File: src/rtl/btff_pkg.sv
`timescale 1ns / 1ps
// ----------------------------------------------------------------------------
// btff_pkg
// Shared constants and types for the boundary-tag first-fit allocator.
// ----------------------------------------------------------------------------
package btff_pkg;

    localparam int AREA_BYTES      = 256;
    localparam int ADDR_W          = $clog2(AREA_BYTES);
    localparam int SPLIT_MIN_BYTES = 6;
    localparam int TAG_BYTES       = 4;
    localparam int HDR_BYTES       = 2;
    localparam int MAX_REQ         = AREA_BYTES - TAG_BYTES;
    localparam int MID_SIZE        = AREA_BYTES - 12;

    typedef logic [ADDR_W-1:0] addr_t;
    typedef logic [7:0]        byte_t;

    localparam byte_t TAG_FREE = 8'd0;
    localparam byte_t TAG_USED = 8'd1;

    localparam logic OP_ALLOC   = 1'b0;
    localparam logic OP_RELEASE = 1'b1;

    typedef struct packed {
        logic  en;
        addr_t addr;
        byte_t data;
    } mem_wr_t;

    typedef struct packed {
        logic  valid;
        logic  granted;
        byte_t offset;
    } res_t;

endpackage

File: src/rtl/boundary_tag_first_fit_allocator.sv
`timescale 1ns / 1ps
// ----------------------------------------------------------------------------
// boundary_tag_first_fit_allocator
// Boundary-tag first-fit allocator over a 256-byte arena held in one RAM.
// ----------------------------------------------------------------------------
// allocate: per block walked a status read, a size read and a check, then 2 or 7
//   tag writes one per cycle, then S_DONE; an oversized request goes straight to S_DONE
// release: one extra step per merge side; results wait in S_DONE for a free m_tdata
// one word in flight; s_tready returns in the same cycle the result is loaded, and
//   the next word is taken while that result waits in m_tdata
// reset: a pass over every arena byte loads the arena image, s_tready stays low until done
// ----------------------------------------------------------------------------
module boundary_tag_first_fit_allocator
    import btff_pkg::*;
(
    input  logic        aclk,
    input  logic        aresetn,
    input  logic        s_tvalid,
    output logic        s_tready,
    input  logic [15:0] s_tdata,   // request_size, user_offset
    input  logic        s_tuser,   // op
    output logic        m_tvalid,
    input  logic        m_tready,
    output logic [7:0]  m_tdata,   // payload_offset
    output logic        m_tuser    // granted
);

    mem_wr_t init_wr;
    mem_wr_t seq_wr;
    mem_wr_t ram_wr;
    res_t    res;
    logic    init_done;
    logic    seq_idle;
    logic    out_free;
    addr_t   rd_addr;
    byte_t   rd_data;

    logic    m_tvalid_reg;
    byte_t   m_tdata_reg;
    logic    m_tuser_reg;

    assign s_tready = init_done && seq_idle;
    assign out_free = !m_tvalid_reg || m_tready;
    assign ram_wr   = init_done ? seq_wr : init_wr;

    btff_init u_init (
        .aclk    (aclk),
        .aresetn (aresetn),
        .wr      (init_wr),
        .done    (init_done)
    );

    btff_ram #(
        .WIDTH (8),
        .DEPTH (AREA_BYTES)
    ) u_ram (
        .aclk    (aclk),
        .wr_en   (ram_wr.en),
        .wr_addr (ram_wr.addr),
        .wr_data (ram_wr.data),
        .rd_addr (rd_addr),
        .rd_data (rd_data)
    );

    btff_seq u_seq (
        .aclk     (aclk),
        .aresetn  (aresetn),
        .start    (s_tvalid && s_tready),
        .op       (s_tuser),
        .req      (s_tdata[7:0]),
        .uoff     (s_tdata[15:8]),
        .out_free (out_free),
        .rd_data  (rd_data),
        .rd_addr  (rd_addr),
        .wr       (seq_wr),
        .res      (res),
        .idle     (seq_idle)
    );

    // output word register
    always_ff @(posedge aclk) begin
        if (!aresetn) begin
            m_tvalid_reg <= 1'b0;
        end else if (res.valid) begin
            m_tvalid_reg <= 1'b1;
        end else if (m_tready) begin
            m_tvalid_reg <= 1'b0;
        end
        if (res.valid) begin
            m_tdata_reg <= res.offset;
            m_tuser_reg <= res.granted;
        end
    end

    assign m_tvalid = m_tvalid_reg;
    assign m_tdata  = m_tdata_reg;
    assign m_tuser  = m_tuser_reg;

endmodule

File: src/rtl/btff_ram.sv
`timescale 1ns / 1ps
// ----------------------------------------------------------------------------
// btff_ram
// Generic single-write, single-read RAM with registered read data.
// ----------------------------------------------------------------------------
module btff_ram #(
    parameter int WIDTH = 8,
    parameter int DEPTH = 256
) (
    input  logic                     aclk,
    input  logic                     wr_en,
    input  logic [$clog2(DEPTH)-1:0] wr_addr,
    input  logic [WIDTH-1:0]         wr_data,
    input  logic [$clog2(DEPTH)-1:0] rd_addr,
    output logic [WIDTH-1:0]         rd_data
);

    logic [WIDTH-1:0] mem [DEPTH];

    always_ff @(posedge aclk) begin
        if (wr_en) begin
            mem[wr_addr] <= wr_data;
        end
        rd_data <= mem[rd_addr];
    end

endmodule

File: src/rtl/btff_init.sv
`timescale 1ns / 1ps
// ----------------------------------------------------------------------------
// btff_init
// Post-reset pass that loads the arena with two sentinels and one free block.
// ----------------------------------------------------------------------------
module btff_init
    import btff_pkg::*;
(
    input  logic    aclk,
    input  logic    aresetn,
    output mem_wr_t wr,
    output logic    done
);

    logic [ADDR_W:0] cnt_reg;
    logic [ADDR_W:0] cnt_next;

    function automatic byte_t reset_byte(input addr_t a);
        byte_t v;
        v = TAG_FREE;
        priority if (a == addr_t'(0) || a == addr_t'(3)) begin
            v = TAG_USED;
        end else if (a == addr_t'(AREA_BYTES - 4) || a == addr_t'(AREA_BYTES - 1)) begin
            v = TAG_USED;
        end else if (a == addr_t'(5) || a == addr_t'(AREA_BYTES - 6)) begin
            v = byte_t'(MID_SIZE);
        end else begin
            v = TAG_FREE;
        end
        return v;
    endfunction

    assign done     = (cnt_reg == (ADDR_W+1)'(AREA_BYTES));
    assign cnt_next = cnt_reg + (ADDR_W+1)'(1);

    always_comb begin
        wr.en   = !done;
        wr.addr = cnt_reg[ADDR_W-1:0];
        wr.data = reset_byte(cnt_reg[ADDR_W-1:0]);
    end

    always_ff @(posedge aclk) begin
        if (!aresetn) begin
            cnt_reg <= '0;
        end else if (!done) begin
            cnt_reg <= cnt_next;
        end
    end

endmodule

File: src/rtl/btff_seq.sv
`timescale 1ns / 1ps
// ----------------------------------------------------------------------------
// btff_seq
// Read-modify-write sequencer: first-fit walk with split, release with merge.
// ----------------------------------------------------------------------------
module btff_seq
    import btff_pkg::*;
(
    input  logic    aclk,
    input  logic    aresetn,
    input  logic    start,
    input  logic    op,
    input  byte_t   req,
    input  byte_t   uoff,
    input  logic    out_free,
    input  byte_t   rd_data,
    output addr_t   rd_addr,
    output mem_wr_t wr,
    output res_t    res,
    output logic    idle
);

    localparam int BLK_W  = ADDR_W + 2;
    localparam int STEP_W = 3;

    typedef enum logic [4:0] {
        S_IDLE, S_AHDR, S_ASIZE, S_ACHK, S_AWR,
        S_RSIZE, S_RCLR0, S_RCLR1, S_RLSTAT, S_RLCHK, S_RLSIZE,
        S_RRSTAT, S_RRCHK, S_RRSIZE, S_RWSZ0, S_RWSZ1, S_DONE
    } state_t;

    state_t            state_reg;
    logic [BLK_W-1:0]  blk_reg;
    byte_t             req_reg;
    byte_t             sz_reg;
    byte_t             stat_reg;
    logic              whole_reg;
    logic [STEP_W-1:0] step_reg;
    logic              op_reg;
    logic              granted_reg;
    byte_t             offset_reg;

    addr_t             blk_a;
    byte_t             rest;
    logic [BLK_W-1:0]  blk_next;
    logic [STEP_W-1:0] last_step;

    assign blk_a     = blk_reg[ADDR_W-1:0];
    assign rest      = sz_reg - req_reg - byte_t'(TAG_BYTES);
    assign blk_next  = blk_reg + BLK_W'(rd_data) + BLK_W'(TAG_BYTES);
    assign last_step = whole_reg ? STEP_W'(1) : STEP_W'(6);
    assign idle      = (state_reg == S_IDLE);

    // read address per state; sz_reg holds the current block size on release
    always_comb begin
        unique case (state_reg)
            S_AHDR:   rd_addr = blk_a;
            S_ASIZE:  rd_addr = blk_a + addr_t'(1);
            S_RSIZE:  rd_addr = blk_a + addr_t'(1);
            S_RLSTAT: rd_addr = blk_a - addr_t'(1);
            S_RLCHK:  rd_addr = blk_a - addr_t'(2);
            S_RRSTAT: rd_addr = blk_a + addr_t'(sz_reg) + addr_t'(4);
            S_RRCHK:  rd_addr = blk_a + addr_t'(sz_reg) + addr_t'(5);
            default:  rd_addr = blk_a;
        endcase
    end

    // writes go out one per cycle in the same order as the algorithm
    always_comb begin
        wr.en   = 1'b0;
        wr.addr = blk_a;
        wr.data = TAG_FREE;
        unique case (state_reg)
            S_AWR: begin
                wr.en = 1'b1;
                if (whole_reg) begin
                    wr.data = TAG_USED;
                    wr.addr = (step_reg == '0) ? blk_a
                                               : blk_a + addr_t'(sz_reg) + addr_t'(3);
                end else begin
                    unique case (step_reg)
                        3'd0: begin
                            wr.addr = blk_a + addr_t'(sz_reg) + addr_t'(2);
                            wr.data = rest;
                        end
                        3'd1: begin
                            wr.addr = blk_a;
                            wr.data = TAG_USED;
                        end
                        3'd2: begin
                            wr.addr = blk_a + addr_t'(1);
                            wr.data = req_reg;
                        end
                        3'd3: begin
                            wr.addr = blk_a + addr_t'(req_reg) + addr_t'(2);
                            wr.data = req_reg;
                        end
                        3'd4: begin
                            wr.addr = blk_a + addr_t'(req_reg) + addr_t'(3);
                            wr.data = TAG_USED;
                        end
                        3'd5: begin
                            wr.addr = blk_a + addr_t'(req_reg) + addr_t'(4);
                            wr.data = TAG_FREE;
                        end
                        default: begin
                            wr.addr = blk_a + addr_t'(req_reg) + addr_t'(5);
                            wr.data = rest;
                        end
                    endcase
                end
            end
            S_RCLR0: begin
                wr.en   = 1'b1;
                wr.addr = blk_a;
                wr.data = TAG_FREE;
            end
            S_RCLR1: begin
                wr.en   = 1'b1;
                wr.addr = blk_a + addr_t'(sz_reg) + addr_t'(3);
                wr.data = TAG_FREE;
            end
            S_RWSZ0: begin
                wr.en   = 1'b1;
                wr.addr = blk_a + addr_t'(1);
                wr.data = sz_reg;
            end
            S_RWSZ1: begin
                wr.en   = 1'b1;
                wr.addr = blk_a + addr_t'(sz_reg) + addr_t'(2);
                wr.data = sz_reg;
            end
            default: wr.en = 1'b0;
        endcase
    end

    always_comb begin
        res.valid   = (state_reg == S_DONE) && out_free;
        res.granted = granted_reg;
        res.offset  = offset_reg;
    end

    always_ff @(posedge aclk) begin
        if (!aresetn) begin
            state_reg   <= S_IDLE;
            step_reg    <= '0;
            op_reg      <= OP_ALLOC;
            granted_reg <= 1'b0;
            offset_reg  <= '0;
        end else begin
            unique case (state_reg)
                S_IDLE: begin
                    if (start) begin
                        op_reg  <= op;
                        req_reg <= req;
                        if (op == OP_RELEASE) begin
                            blk_reg   <= BLK_W'(uoff - byte_t'(HDR_BYTES));
                            state_reg <= S_RSIZE;
                        end else if ({1'b0, req} > (ADDR_W+1)'(MAX_REQ)) begin
                            granted_reg <= 1'b0;
                            offset_reg  <= '0;
                            state_reg   <= S_DONE;
                        end else begin
                            blk_reg   <= '0;
                            state_reg <= S_AHDR;
                        end
                    end
                end
                S_AHDR:  state_reg <= S_ASIZE;
                S_ASIZE: begin
                    stat_reg  <= rd_data;
                    state_reg <= S_ACHK;
                end
                S_ACHK: begin
                    if (stat_reg == TAG_FREE && rd_data >= req_reg) begin
                        sz_reg    <= rd_data;
                        whole_reg <= (rd_data - req_reg) < byte_t'(SPLIT_MIN_BYTES);
                        step_reg  <= '0;
                        state_reg <= S_AWR;
                    end else if (blk_next >= BLK_W'(AREA_BYTES)) begin
                        granted_reg <= 1'b0;
                        offset_reg  <= '0;
                        state_reg   <= S_DONE;
                    end else begin
                        blk_reg   <= blk_next;
                        state_reg <= S_AHDR;
                    end
                end
                S_AWR: begin
                    step_reg <= step_reg + STEP_W'(1);
                    if (step_reg == last_step) begin
                        granted_reg <= 1'b1;
                        offset_reg  <= byte_t'(blk_a + addr_t'(HDR_BYTES));
                        state_reg   <= S_DONE;
                    end
                end
                S_RSIZE: state_reg <= S_RCLR0;
                S_RCLR0: begin
                    sz_reg    <= rd_data;
                    state_reg <= S_RCLR1;
                end
                S_RCLR1:  state_reg <= S_RLSTAT;
                S_RLSTAT: state_reg <= S_RLCHK;
                S_RLCHK:  state_reg <= (rd_data == TAG_FREE) ? S_RLSIZE : S_RRSTAT;
                S_RLSIZE: begin
                    // absorb the left neighbour, tags included
                    sz_reg    <= sz_reg + rd_data + byte_t'(TAG_BYTES);
                    blk_reg   <= BLK_W'(blk_a - addr_t'(rd_data) - addr_t'(4));
                    state_reg <= S_RRSTAT;
                end
                S_RRSTAT: state_reg <= S_RRCHK;
                S_RRCHK:  state_reg <= (rd_data == TAG_FREE) ? S_RRSIZE : S_RWSZ0;
                S_RRSIZE: begin
                    sz_reg    <= sz_reg + rd_data + byte_t'(TAG_BYTES);
                    state_reg <= S_RWSZ0;
                end
                S_RWSZ0: state_reg <= S_RWSZ1;
                S_RWSZ1: begin
                    granted_reg <= 1'b1;
                    offset_reg  <= '0;
                    state_reg   <= S_DONE;
                end
                S_DONE: begin
                    if (out_free) begin
                        state_reg <= S_IDLE;
                    end
                end
                default: state_reg <= S_IDLE;
            endcase
        end
    end

    a_walk_in_arena: assert property (@(posedge aclk) disable iff (!aresetn)
        (state_reg == S_AHDR) |-> (blk_reg < BLK_W'(AREA_BYTES)))
        else $error("walk header beyond arena");

    a_release_granted: assert property (@(posedge aclk) disable iff (!aresetn)
        (res.valid && op_reg == OP_RELEASE) |-> (res.granted && res.offset == '0))
        else $error("release result not granted with zero offset");

    a_result_to_idle: assert property (@(posedge aclk) disable iff (!aresetn)
        res.valid |=> (state_reg == S_IDLE))
        else $error("sequencer did not return to idle after result");

    a_whole_two_writes: assert property (@(posedge aclk) disable iff (!aresetn)
        (state_reg == S_AWR && whole_reg) |-> (step_reg <= STEP_W'(1)))
        else $error("whole grant wrote more than two tags");

    a_fail_offset_zero: assert property (@(posedge aclk) disable iff (!aresetn)
        (res.valid && !res.granted) |-> (res.offset == '0))
        else $error("failed allocate with nonzero offset");

endmodule
File: config.mk
export PLATFORM = sky130hd
export DESIGN_NAME = boundary_tag_first_fit_allocator
export DESIGN_NICKNAME = d
export VERILOG_FILES = /design/src/rtl/btff_pkg.sv /design/src/rtl/boundary_tag_first_fit_allocator.sv /design/src/rtl/btff_ram.sv /design/src/rtl/btff_init.sv /design/src/rtl/btff_seq.sv
export SDC_FILE = /design/constraint.sdc
export NUM_CORES = 2
export LEC_CHECK = 0
export BUFFER_PORTS_ARGS = -buffer_cell sky130_fd_sc_hd__buf_2
export CAP_MARGIN = 20
export CORE_MARGIN = 2
export CORE_UTILIZATION = 39
export DETAILED_ROUTE_END_ITERATION = 10
export HOLD_SLACK_MARGIN = 0.08
export PLACE_DENSITY = 0.6
export SETUP_SLACK_MARGIN = 0.02
export SLEW_MARGIN = 30
export SYNTH_ARGS = -nofsm -noshare
export SYNTH_HDL_FRONTEND = slang
export SYNTH_SLANG_ARGS = --single-unit
export TNS_END_PERCENT = 30
File: constraint.sdc
create_clock -name aclk -period 33.4 [get_ports aclk]
set_clock_uncertainty 0.05 [all_clocks]
set_input_delay 3.34 -clock aclk [delete_from_list [all_inputs] [get_ports aclk]]
set_output_delay 3.34 -clock aclk [all_outputs]
set_load 0.02 [all_outputs]
### Word-level counts from Yosys, hierarchy flattened

Memories as Yosys holds them, arrays and structs flattened. A register that Yosys moved wholly into a read port is not among the register bits.
Cells that the tools add are included.

* add/sub/neg operators: 26
* $lt $le $gt $ge: 4
* eq/ne operators: 38
* mux-type cells: 49
* reductions and logical operators: 31

Operator list (count)
* $pmux W16 S6: 1
* $mux W8: 11
* $pmux W5 S17: 1
* $pmux W16 S4: 1
* $mux W10: 5
* $add A8 B2 Y8 const B: 5
* $add A8 B3 Y8 const B: 5
* $eq A5 B4 Y1 const B: 8
* $pmux W8 S5: 1
* $mux W5: 7
* $pmux W8 S4: 1
* $pmux W10 S3: 1
* $add A8 B8 Y8: 3
* $eq A8 B8 Y1 const B: 3
* $logic_not A8 Y1: 3
* $pmux W8 S3: 1
* $eq A5 B3 Y1 const B: 4
* $mux W17: 1
* $mux W16: 1
* $sub A8 B8 Y8: 2
* $mux W1: 12
* $ne A2 B1 Y1 const B: 6
* $reduce_and A3 Y1: 4
* $add A10 B3 Y10 const B: 1
* other kinds (43): 60

* output and inout bits: 11
* word-level logic and storage cells: 162
* RAM bits: 2048
* memories: 1
* bits of input ports: 21
* flip-flop bits (word level): 71

Memory list
* u_ram.mem: depth 256, bits a word 8, rd ports 1, clocked after memory_dff 1, wr ports 1, RTL line btff_ram.sv:18 `logic [WIDTH-1:0] mem [DEPTH];`

### Logic depth before layout (Yosys ltp)

* depth after elaboration: 8
* gate-level depth with buffers: 19
* mapped depth without buffers: 17

### Hierarchy

A second synthesis with hierarchy kept.

* cells, all modules: 4835
* area total of the unflattened synthesis: 88448.6 um2

Modules (own cells, without submodules)
* btff_ram: cells an instance 3733, times used 1, seq. area each 61659.1 um2, area each 79556.3 um2
* btff_seq: cells an instance 990, times used 1, seq. area each 1391.3 um2, area each 7656.1 um2
* btff_init: cells an instance 78, times used 1, seq. area each 180.2 um2, area each 660.6 um2
* boundary_tag_first_fit_allocator: cells an instance 34, times used 1, seq. area each 290.3 um2, area each 575.6 um2

### Worst setup path after synthesis

OpenSTA, ideal clock, no wires.

* path type: register -> register
* start: reg u_seq.req_reg[1]
* end: mem u_ram.mem[0][7], data pin
* path slack: 18765 ps
* path buffers: 0
* cell stages (with the launch flop): 16
* period minus slack after synthesis: 14635 ps
* arrival: 12397 ps
* data required time: 31162 ps
* cells stage by stage: edfxtp_1 -> inv_1 -> ha_1 -> ha_1 -> inv_1 -> fa_1 -> nor2b_1 -> o21ai_0 -> nand2b_1 -> a21o_1 -> a21o_1 -> xnor2_1 -> or3_1 -> o21ai_0 -> a22oi_1 -> o21ai_0

RTL lines
* start, declared: RTL line btff_seq.sv:34 `byte_t req_reg;`
* start signal, assigned: RTL line btff_seq.sv:155 `req_reg <= req;`
* end, declared: RTL line btff_ram.sv:18

### Worst setup path in the final report

* start: reg u_seq.blk_reg[0]
* end: reg u_ram.rd_data[7], read port of u_ram.mem

* word-level cells in the longest chain between the ends: 3
* elaborated cells between the ends (all ways): 7
* classes of those cells: add/sub: 6; mux: 1

Ends and longest elaborated chain
* start, declared: RTL line btff_seq.sv:33 `logic [BLK_W-1:0] blk_reg;`
* start signal, assigned: RTL line btff_seq.sv:157 `blk_reg <= BLK_W'(uoff - byte_t'(HDR_BYTES));`
* start signal, assigned: RTL line btff_seq.sv:185 `blk_reg <= blk_next;`
* start signal, assigned: RTL line btff_seq.sv:208 `blk_reg <= BLK_W'(blk_a - addr_t'(rd_data) - addr_t'(4));`
* $add A8 B8 Y8: RTL line btff_seq.sv:62, btff_seq.sv:63
* $add A8 B3 Y8 (on tied branches): RTL line btff_seq.sv:63, btff_seq.sv:62
* $pmux W8 S5 *: RTL line btff_seq.sv:56 `unique case (state_reg)`
* end, declared: RTL line btff_ram.sv:15 `output logic [WIDTH-1:0] rd_data`

Mark *: on every way between the ends. The rest lies on a longest branch, timed or not.
A chain may end at the register's enable or synchronous reset.

==> flow_summary.yaml <==
worst_setup_path:
  arrival_ns: 9.17
  start_kind: "flop"
  endpoint_kind: "flop"
  path_depth: 17
  rrSetupSlack_ns: 24.98
  r2r_start: "u_seq.blk_reg[0]$_DFFE_PP_"
  crit_start: "u_seq.blk_reg[0]$_DFFE_PP_"
  crit_fanout: 147
  critical-path-top-delay-family: "buffers and inverters"
  crit_top_cell: "buf_4"
  ff2ff_path_depth: 17
  cp.required_ns: 34.15
  worst-path-buf-inv: 5
  r2r-end: "u_ram.rd_data[7]$_DFF_P_"
  slowest_stage: "buf_4"
  slowest_delay_ns: 0.83
  path_cells: "ha_1 > fa_1 > ha_1 > a221oi_1 > o211a_4 > buf_4 > buf_4 > buf_4 > buf_12 > buf_4 > nand2_1 > and3_1 > a311oi_1 > a31oi_1 > o22ai_1 > o31ai_1 > nand4_1"
  critPathKind: "flop to flop"
  crit_end: "u_ram.rd_data[7]$_DFF_P_"
cells_and_area:
  nets: 7424
  final_cells: 10609
  largest_reg_flops: 2048
  final_area_um2: 103000
  layout-drive-gt1-share_pct: 9.77
  areaGrowthSynthToFinish_pct: 12.0
  nFillCells: 20995
global_routing:
  use_met1_pct: 30.9
  grt_pass1_vias: 58853
  grt_util_met2_pct: 34.5
  grt-ovfl-total: 0
  top_usage_layer: "met2"
  grt_max_degree: 195
  grt_pass1_wl_mm: 398
  grt_use_met3_pct: 4.31
  track_usage_pct: 22.1
  antenna_found_initial: 9
floorplanning:
  io_pins: 32
  die_y_um: 489
  core_area_um2: 233000
  rows: 177
  die_w_um: 489
  die-area_um2: 239000
  start_util_pct: 39.3
route:
  drt_iter0_drc: 7656
  drt-wirelength-per-cell_um: 25.5
  wirelength_mm: 270
  first_pass_iters: 9
  ant_nets: 0
  vias: 61482
  drt_drc_violations_left: 0
  via_per_inst: 5.80
timing:
  max-slew-margin-rel_pct: 14.8
  period_minus_slack_ns: 8.42
  clock.fmax_mhz: 119
  setup_viol: 0
  final.setup.tns_ns: 0
  tightest_slew_ns: 1.28
  rsz0062_at_grt: "no"
  finalCritPeriodShare_pct: 25.2
  maxSlewViolCount: 0
  finalHoldViolations: 0
cts:
  cts_buffers: 213
  worst_skew_pair.late_latency_ns: 0.89
  cts-resized-gates: 0
  cts.sinks: 2127
  cts_setup_buffers: 0
  hold_buffers: 0
  cts_buffer_depth: 3
  clockRootBuffer: "clkbuf_16"
  cts_max_level: 4
  cts_tree: "done"
  clk_pin_slew_worst_paths_ns: 0.07
job:
  cap_violations: 0
logic_synthesis:
  syn-num-nets: 7524
  ys_types: 103
  yosys-top-cells-count: "2092 x edfxtp_1, 2050 x nand2_1, 424 x nand3_1"
  syn_area_per_cell_um2: 12.4
  synth_edf_count: 2092
  ys_ff_latch: 2127
  syn_area_um2: 91600
  ys_seq_area_share_pct: 69.3
  synth.area.top_cells: "edfxtp_1 69%, nand2_1 8.4%, a311oi_1 2.7%, nand3_1 2.3%, and3_1 2.3%"
  synth_most_common_cell: "edfxtp_1"
  synthArstFlopShare_pct: 0
  yosysTopAreaCell: "edfxtp_1"
  yosys.area.top_type_share_pct: 68.6
  synth_warnings: 0
  synth_ff_type: "edfxtp_1"
  syn_inst: 7395
power:
  cellPowerDensity_nw_per_um2: 78.5
  p_leak_nw: 34.8
  vdd_drop_max_v: 0.0000796
  p_total_mw: 8.06
placement:
  placed_area_um2: 95600
  finalWeightedCongestion: 0.909
  io_buffer_count: 31
  placed_cells: 10207
  hpwl_mm: 155
outcome:
  status: "finished clean"
hold_path:
  hold_class: "flop to flop"
[layout make-up]
type / instances / area, um^2 / area share (%)
repair buffers: 212 / 1790 / 1.74
multi-input cells: 4648 / 26300 / 25.6
diodes: 3 / 7.51 / 0.00731
well taps: 3132 / 3920 / 3.82
clock inverters: 110 / 1070 / 1.04
inverters: 93 / 349 / 0.340
clock buffers: 284 / 5700 / 5.55
flip-flops and latches: 2127 / 63500 / 61.9
[routing by layer]
layer	vias up	part of all wire, %
li1	27269	-
met1	30941	42
met2	2786	46
met3	480	8.5
met4	6	3.2
met5	-	0.015
[power by group]
part           internal [mW]  total, mW  switching, mW
logic                  0.819       2.75           1.94
clock network           1.28       2.33           1.05
registers               2.94       2.98         0.0432
total                   5.03       8.06           3.03
[layout by cell type, fill, tap and decap left out, types with 39 or more instances in the layout]
cell type | synthesis | final
edfxtp_1 | 2092 | 2092
nand2_1 | 2050 | 2035
nand3_1 | 424 | 418
and3_1 | 333 | 333
a311oi_1 | 279 | 279
clkbuf_16 | 0 | 213
nor2_1 | 193 | 187
buf_4 | 19 | 161
a31oi_1 | 150 | 148
o21ai_0 | 146 | 140
ha_1 | 100 | 100
inv_1 | 93 | 93
a21oi_1 | 91 | 91
nor2_2 | 68 | 71
nor4_1 | 114 | 64
clkbuf_1 | 201 | 61
xnor2_1 | 56 | 56
o22ai_1 | 49 | 48
mux2i_1 | 46 | 46
nor4_4 | 1 | 39
[worst min-delay path by stage]
stage	startpoint	end	slack, ns	cells after the start
after floorplan	u_seq.offset_reg[0]$_SDFFE_PN0P_	m_tdata[0]$_DFFE_PP_	0.36	0
after global placement	u_seq.offset_reg[1]$_SDFFE_PN0P_	m_tdata[1]$_DFFE_PP_	0.37	0
after detailed placement	u_seq.offset_reg[1]$_SDFFE_PN0P_	m_tdata[1]$_DFFE_PP_	0.37	0
after CTS	u_seq.offset_reg[7]$_SDFFE_PN0P_	m_tdata[7]$_DFFE_PP_	0.37	0
after global routing	u_seq.offset_reg[2]$_SDFFE_PN0P_	m_tdata[2]$_DFFE_PP_	0.38	0
final	u_seq.offset_reg[7]$_SDFFE_PN0P_	m_tdata[7]$_DFFE_PP_	0.37	0
[per-stage QoR]
stage | setup slack, ns | util, % | hold slack [ns]
after floorplan | 18.77 | - | 0.358
after global placement | 25.05 | 40.9 | 0.367
after detailed placement | 25.00 | 41.0 | 0.369
after CTS | 24.96 | 43.9 | 0.370
after global routing | 24.50 | 44.0 | 0.384
final | 24.98 | 44.0 | 0.369
[cell families after synthesis]
family / synth area share [%]
buf+inv: 3.02
xor+xnor: 0.822
fa+ha+maj: 1.54
flops: 69.3
mux: 0.552
simple gates: 16.4
compound gates: 8.36
Power figures use the tool's default switching activity.
